File: config.mk
export PLATFORM = sky130hd
export DESIGN_NAME = ring_fifo_overwrite
export DESIGN_NICKNAME = d
export VERILOG_FILES = /design/src/hw/rtl/rfo_pkg.sv /design/src/hw/rtl/rfo_ram.sv /design/src/hw/rtl/rfo_ctrl.sv /design/src/hw/rtl/ring_fifo_overwrite.sv
export SDC_FILE = /design/constraint.sdc
export NUM_CORES = 1
export LEC_CHECK = 0
export ABC_AREA = 1
export BUFFER_PORTS_ARGS = -buffer_cell sky130_fd_sc_hd__buf_2
export CORE_ASPECT_RATIO = 0.8
export CORE_MARGIN = 1.5
export CORE_UTILIZATION = 56
export CTS_CLUSTER_DIAMETER = 100
export DETAILED_ROUTE_END_ITERATION = 8
export PLACE_DENSITY_LB_ADDON = 0.25
export REMOVE_ABC_BUFFERS = 1
export SYNTH_ARGS = -nofsm -noshare
export SYNTH_HDL_FRONTEND = slang
export SYNTH_SLANG_ARGS = --single-unit
File: constraint.sdc
create_clock -name clk -period 3.5 [get_ports clk]
set_input_delay 0.7 -clock clk [delete_from_list [all_inputs] [get_ports clk]]
set_output_delay 0.7 -clock clk [all_outputs]
set_load 0.01 [all_outputs]
File: src/hw/rtl/rfo_pkg.sv
package rfo_pkg;

    localparam int DEPTH_DEF     = 32;
    localparam int ELEM_BITS_DEF = 32;
    localparam int DATA_W        = 32;
    localparam int CNT_W         = 6;
    localparam int FUNC_W        = 2;
    localparam int CFG_IDX_W     = 1;

    localparam logic [CNT_W-1:0] CAP_RESET = 6'd32;

    typedef enum logic [CFG_IDX_W-1:0] {
        CFG_CAPACITY  = 1'b0,
        CFG_OVERWRITE = 1'b1
    } cfg_idx_t;

    typedef enum logic [FUNC_W-1:0] {
        FUNC_ENQ  = 2'd0,
        FUNC_DEQ  = 2'd1,
        FUNC_PEEK = 2'd2
    } func_t;

    typedef enum logic [1:0] {
        ST_DONE      = 2'd0,
        ST_EMPTY     = 2'd1,
        ST_OVERWROTE = 2'd2,
        ST_REJECTED  = 2'd3
    } status_t;

    typedef struct packed {
        logic             valid;
        logic             read_ok;
        status_t          status;
        logic [CNT_W-1:0] count;
    } rfo_res_t;

endpackage

File: src/hw/rtl/rfo_ram.sv
module rfo_ram #(
    parameter int WIDTH = 32,
    parameter int DEPTH = 32
) (
    input  logic                     clk,
    input  logic                     we,
    input  logic [$clog2(DEPTH)-1:0] waddr,
    input  logic [WIDTH-1:0]         wdata,
    input  logic                     re,
    input  logic [$clog2(DEPTH)-1:0] raddr,
    output logic [WIDTH-1:0]         rdata
);

    logic [WIDTH-1:0] mem [DEPTH];

    always_ff @(posedge clk)
    begin
        if (we)
        begin
            mem[waddr] <= wdata;
        end
        if (re)
        begin
            rdata <= mem[raddr];
        end
    end

endmodule

File: src/hw/rtl/rfo_ctrl.sv
module rfo_ctrl #(
    parameter int DEPTH = rfo_pkg::DEPTH_DEF
) (
    input  logic                            clk,
    input  logic                            rst_n,
    input  logic                            start,
    input  logic [rfo_pkg::FUNC_W-1:0]      func,
    input  logic                            cfg_we,
    input  logic [rfo_pkg::CFG_IDX_W-1:0]   cfg_index,
    input  logic [rfo_pkg::CNT_W-1:0]       cfg_data,
    output logic                            busy,
    output logic                            mem_we,
    output logic [$clog2(DEPTH)-1:0]        mem_waddr,
    output logic                            mem_re,
    output logic [$clog2(DEPTH)-1:0]        mem_raddr,
    output rfo_pkg::rfo_res_t               res
);
    import rfo_pkg::*;

    localparam int AW      = $clog2(DEPTH);
    localparam int CAP_MAX = (DEPTH < (2**CNT_W - 1)) ? DEPTH : (2**CNT_W - 1);
    localparam int CMP_W   = ((AW > CNT_W) ? AW : CNT_W) + 1;

    logic [AW-1:0]    head_reg, head_next;
    logic [AW-1:0]    tail_reg, tail_next;
    logic [CNT_W-1:0] count_reg, count_next;
    logic [CNT_W-1:0] cap_reg;
    logic             ovw_reg;
    logic             busy_reg;
    rfo_res_t         res_reg, res_next;

    logic [CNT_W-1:0] cap_eff;
    logic             go;
    logic             full;
    logic             wr;
    logic [CMP_W-1:0] head_inc, tail_inc;
    logic [AW-1:0]    head_adv, tail_adv;

    assign go   = start && !busy_reg;
    assign full = count_reg >= cap_eff;

    always_comb
    begin
        if (cap_reg == '0)
        begin
            cap_eff = CNT_W'(1);
        end
        else if (CMP_W'(cap_reg) > CMP_W'(CAP_MAX))
        begin
            cap_eff = CNT_W'(CAP_MAX);
        end
        else
        begin
            cap_eff = cap_reg;
        end
    end

    assign head_inc = CMP_W'(head_reg) + CMP_W'(1);
    assign tail_inc = CMP_W'(tail_reg) + CMP_W'(1);
    assign head_adv = (head_inc >= CMP_W'(cap_eff)) ? '0 : head_inc[AW-1:0];
    assign tail_adv = (tail_inc >= CMP_W'(cap_eff)) ? '0 : tail_inc[AW-1:0];

    always_comb
    begin
        head_next   = head_reg;
        tail_next   = tail_reg;
        count_next  = count_reg;
        wr          = 1'b0;
        res_next    = '{valid: go, read_ok: 1'b0, status: ST_DONE, count: count_reg};
        case (func_t'(func))
            FUNC_ENQ:
            begin
                if (full)
                begin
                    if (ovw_reg)
                    begin
                        head_next       = head_adv;
                        res_next.status = ST_OVERWROTE;
                        wr              = 1'b1;
                    end
                    else
                    begin
                        res_next.status = ST_REJECTED;
                    end
                end
                else
                begin
                    count_next = count_reg + CNT_W'(1);
                    wr         = 1'b1;
                end
                if (wr)
                begin
                    tail_next = tail_adv;
                end
            end
            FUNC_DEQ, FUNC_PEEK:
            begin
                if (count_reg == '0)
                begin
                    res_next.status = ST_EMPTY;
                end
                else
                begin
                    res_next.read_ok = 1'b1;
                    if (func_t'(func) == FUNC_DEQ)
                    begin
                        head_next  = head_adv;
                        count_next = count_reg - CNT_W'(1);
                    end
                end
            end
            default:
            begin
            end
        endcase
        res_next.count = count_next;
    end

    always_ff @(posedge clk or negedge rst_n)
    begin
        if (!rst_n)
        begin
            head_reg  <= '0;
            tail_reg  <= '0;
            count_reg <= '0;
            cap_reg   <= CAP_RESET;
            ovw_reg   <= 1'b1;
            busy_reg  <= 1'b0;
            res_reg   <= '{valid: 1'b0, read_ok: 1'b0, status: ST_DONE, count: '0};
        end
        else
        begin
            busy_reg <= go;
            res_reg  <= res_next;
            if (cfg_we && cfg_idx_t'(cfg_index) == CFG_CAPACITY)
            begin
                cap_reg   <= cfg_data;
                head_reg  <= '0;
                tail_reg  <= '0;
                count_reg <= '0;
            end
            else if (go)
            begin
                head_reg  <= head_next;
                tail_reg  <= tail_next;
                count_reg <= count_next;
            end
            if (cfg_we && cfg_idx_t'(cfg_index) == CFG_OVERWRITE)
            begin
                ovw_reg <= cfg_data[0];
            end
        end
    end

    assign busy      = busy_reg;
    assign mem_we    = go && wr;
    assign mem_waddr = tail_reg;
    assign mem_re    = go;
    assign mem_raddr = head_reg;
    assign res       = res_reg;

endmodule

File: src/hw/rtl/ring_fifo_overwrite.sv
// Channel  | Handshake        | Payload
// ---------+------------------+-----------------------------
// request  | start, busy      | func, value
// result   | done             | data_out, status, fill_count
// config   | cfg_we           | cfg_index, cfg_data
//
// A request is accepted at the edge where start is high and busy low; the result is
// shown with done in the cycle after, with data_out from the registered read of the
// ring memory. busy is high in that cycle, so no request enters while a result shows.
// Reset empties the ring; capacity returns to 32 and overwrite mode is on.
// The receiver cannot stall: done lasts exactly one cycle.
module ring_fifo_overwrite #(
    parameter int DEPTH     = rfo_pkg::DEPTH_DEF,
    parameter int ELEM_BITS = rfo_pkg::ELEM_BITS_DEF
) (
    input  logic                          clk,
    input  logic                          rst_n,
    input  logic                          start,
    output logic                          busy,
    input  logic [rfo_pkg::FUNC_W-1:0]    func,
    input  logic [rfo_pkg::DATA_W-1:0]    value,
    output logic                          done,
    output logic [rfo_pkg::DATA_W-1:0]    data_out,
    output logic [1:0]                    status,
    output logic [rfo_pkg::CNT_W-1:0]     fill_count,
    input  logic                          cfg_we,
    input  logic [rfo_pkg::CFG_IDX_W-1:0] cfg_index,
    input  logic [rfo_pkg::CNT_W-1:0]     cfg_data
);
    import rfo_pkg::*;

    localparam int AW = $clog2(DEPTH);

    logic                 mem_we;
    logic [AW-1:0]        mem_waddr;
    logic                 mem_re;
    logic [AW-1:0]        mem_raddr;
    logic [ELEM_BITS-1:0] mem_rdata;
    rfo_res_t             res;

    rfo_ctrl #(
        .DEPTH (DEPTH)
    ) u_ctrl (
        .clk       (clk),
        .rst_n     (rst_n),
        .start     (start),
        .func      (func),
        .cfg_we    (cfg_we),
        .cfg_index (cfg_index),
        .cfg_data  (cfg_data),
        .busy      (busy),
        .mem_we    (mem_we),
        .mem_waddr (mem_waddr),
        .mem_re    (mem_re),
        .mem_raddr (mem_raddr),
        .res       (res)
    );

    rfo_ram #(
        .WIDTH (ELEM_BITS),
        .DEPTH (DEPTH)
    ) u_ram (
        .clk   (clk),
        .we    (mem_we),
        .waddr (mem_waddr),
        .wdata (ELEM_BITS'(value)),
        .re    (mem_re),
        .raddr (mem_raddr),
        .rdata (mem_rdata)
    );

    assign done       = res.valid;
    assign data_out   = res.read_ok ? DATA_W'(mem_rdata) : '0;
    assign status     = res.status;
    assign fill_count = res.count;

endmodule

==> metrics.md <==
| Metric | Value |
|---|---|
| Run status | completed |
| Fmax achieved | 0.321 GHz |
| CORE AREA | 78500 µm² |
| Total CTS buffers | 103 |
| Yosys warns | 0 |
| Post-DP Area | 46500 µm² |
| Diode count | 0 |
| Hold Fails Final Rpt | 0 |
| Number of routed nets with antenna violations | 0 |
| Final instance area | 49700 µm² |
| Setup bufs post-CTS | 0 |
| RSZ-0062 raised after global routing | no |
| Worst-path cell chain | nor3_1 > nand2_1 > o21ai_0 > ha_1 > inv_1 > nand2_1 > nand2_1 > nand2_1 > nand2_1 > nand2_2 > nand2_2 > nand2_4 > nor2_8 > nand2_4 > nor2_4 > buf_12 |
| Worst Setup End Kind | flip-flop |
| Max_slew headroom | 40.9% |
| Worst Clk Skew | 0.0230 ns |
| Final WL | 112000 µm |
| Final net count | 3737 |
| Area Growth Syn to Fin | 12.2% |
| Flop and latch count out of synthesis | 1089 |
| # Max-Cap Violations | 0 |
| VDD IR max | 583 µV |
| Number of synthesized flops with an enable pin | 1056 |
| WP data required | 3.84 ns |
| CTS tree | yes |
| Most used flip-flop cell after synthesis | edfxtp_1 |
| Worst R2R Start | u_ctrl.cap_reg[3]$_DFFE_PN0P_ |
| CP Max Fanout | 29 |
| Tcrit/Tclk final | 88.9% |
| Worst setup margin | 0.388 ns |
| Cell with the most instances after synthesis | edfxtp_1 |
| Commonest cells post-synth | edfxtp_1 (1056), nand2_1 (785), nor2_1 (432) |
| Syn Area/Cell | 12.4 µm² |
| Top cells by area, synth | edfxtp_1 (72%), nand2_1 (6.7%), nor2_1 (3.7%), o21ai_0 (3.3%), a21oi_1 (1.9%) |
| Yosys top cell area share | 71.6% |
| Final setup violation count | 0 |
| Wire per inst | 23.5 µm |
| GRT Residual Overflow | 0 |
| Post-synthesis instance area | 44300 µm² |
| Largest net degree at the start of global routing | 117 |
| Final GP Congestion | 0.864 |
| Cell family with most CP delay | simple AND/OR/NAND/NOR gates |
| CTS H-tree depth | 3 |
| Slew @ Worst Pin | 0.886 ns |
| Post-Layout Cell Count | 4777 |
| Pins Over Slew Limit | 0 |
| Distinct cells, synth | 39 |
| Via count | 28400 |
| Post-DP HPWL | 66100 µm |
| Vias/cell | 5.94 |
| Area of the multi-input gates | 10600 µm² |
| CTS sink count | 1089 |
| Deepest clock path buffer count | 3 |
| Most frequent CP cell | nand2_1 |
| Max reg flops | 1024 |
| Place WS | 0.395 ns |
| Post-route setup TNS | 0 ns |
| Critical path startpoint | u_ctrl.cap_reg[3]$_DFFE_PN0P_ |
| Die X | 317 µm |
| Vias in the first global route | 26700 |
| Register clock-pin slew on the reported worst setup and hold paths | 0.06 ns |
| Clk Latency, worst-skew pair | 0.67 ns |
| Share of cells above drive strength 1 | 10.8% |
| CP Data Arrival Time | 3.45 ns |
| IO Port Bufs | 86 |
| Register area | 32600 µm² |
| Static Leakage | 17.8 nW |
| IO Pins | 87 |
| CP Buf/Inv Count | 2 |
| CTS Root Buffer Type | clkbuf_16 |
| Syn Inst Count | 3575 |
| Die Ht | 254 µm |
| Post-synthesis sequential area ratio | 73.5% |
| PwrDens | 704 nW/µm² |
| Post-CTS sizing | 0 |
| Slowest stage delay, CP | 0.40 ns |
| Worst Hold Class | in2async |
| Async S/R FF share, synth | 3.03% |
| Die area | 80800 µm² |
| Final-layout fill cell count | 5835 |
| Setup Crit Path Kind | reg2reg |
| Critical-path top delay cell | dfrtp_1 |
| First-pass GRT wire length | 168000 µm |
| Min Tclk post-route | 3.11 ns |
| DR pass1 iterations | 6 |
| CTS Hold Bufs | 0 |
| DRC viols | 0 |
| Placed Instances | 4593 |
| Initial DRC count | 3781 |
| CP Launch Type | flip-flop |
| Initial antenna violation count | 0 |
| Synth area leader | edfxtp_1 |
| GRT Resource Usage Total | 28.0% |
| Starting density of the core | 56.4% |
| Num rows | 92 |
[layer usage]
metal  share of wire [%]  global-route usage, %  vias to the layer above
li1                    -                      -                    12900
met1                  43                   41.7                    13900
met2                  46                   42.9                     1436
met3                 9.0                   4.65                      161
met4                 2.5                   8.15                        0
met5                   0                      0                        -
[worst reg2reg max path: stages, from the launching register on]
cell,delay [ns]
dfrtp_1,0.40
nor3_1,0.20
nand2_1,0.09
o21ai_0,0.32
ha_1,0.30
inv_1,0.05
nand2_1,0.04
nand2_1,0.05
nand2_1,0.04
nand2_1,0.09
nand2_2,0.12
nand2_2,0.12
nand2_4,0.08
nor2_8,0.19
nand2_4,0.20
nor2_4,0.23
buf_12,0.26
[area by class of cell]
cell class                 instances  share of cell area [%]
clock buffer                     129                    5.47
clock inverter                    55                   0.857
inverter                          82                   0.650
multi-input combinational       2186                    21.3
sequential                      1089                    65.6
tap                             1034                    2.61
timing repair buffer             202                    3.53
[kinds of logic after synthesis]
kind of cell | after synthesis | synth area share (%)
AND/OR/NAND/NOR | 1318 | 11.7
flip-flops | 1089 | 73.5
AO/OA/AOI/OAI | 801 | 10.0
buffers and inverters | 300 | 3.15
multiplexers | 32 | 0.724
adder cells (fa/ha/maj) | 28 | 0.791
XOR/XNOR | 7 | 0.138
[power breakdown]
group / switching, mW / leakage, nW / internal (mW)
sequential: 0.316 / 9.93 / 14.7
clock: 4.65 / 1.53 / 5.92
combinational: 6.63 / 6.37 / 2.71
total: 11.6 / 17.8 / 23.3
[cell usage in the layout (no fill, tap or decap), types with 32 or more instances in the layout]
cell type / instances
edfxtp_1: 1056
o21ai_0: 293
clkbuf_16: 105
inv_1: 72
o21ai_1: 105
mux2i_1: 32
a21boi_0: 68
buf_4: 80
nand3_1: 66
nor2_4: 33
a21oi_1: 168
nand2_1: 783
buf_12: 36
nor2_1: 400
buf_2: 86
o22ai_1: 129
[worst paths after layout]
| check | slack [ns] | to | cells past startpoint |
|---|---|---|---|
| min | 0.14 | u_ctrl.busy$_DFF_PN0_ | 1 |
| max | 0.39 | u_ram.mem[19][26]$_DFFE_PP_ | 16 |
| max reg2reg | 0.39 | u_ram.mem[19][26]$_DFFE_PP_ | 16 |
| min reg2reg | 0.51 | u_ctrl.cap_reg[1]$_DFFE_PN0P_ | 2 |
| min in group clk | 0.23 | u_ctrl.ovw_reg$_DFFE_PN1P_ | 2 |
| max in group asynchronous | 2.75 | u_ctrl.mem_raddr[1]$_DFFE_PN0P_ | 1 |
[metrics by stage]
| stage | util, % | hold slack (ns) | power (mW) |
|---|---|---|---|
| 3_5_place_dp | 59.2 | 0.495 | 24.5 |
| 6_report | 63.3 | 0.141 | 34.9 |
| 5_1_grt | 63.3 | 0.191 | 36.4 |
| 4_1_cts | 63.3 | 0.115 | 35.0 |
| 3_3_place_gp | 59.2 | 0.491 | 24.4 |
| 2_1_floorplan | - | 0.404 | 19.9 |
Power figures use the tool's default switching activity.
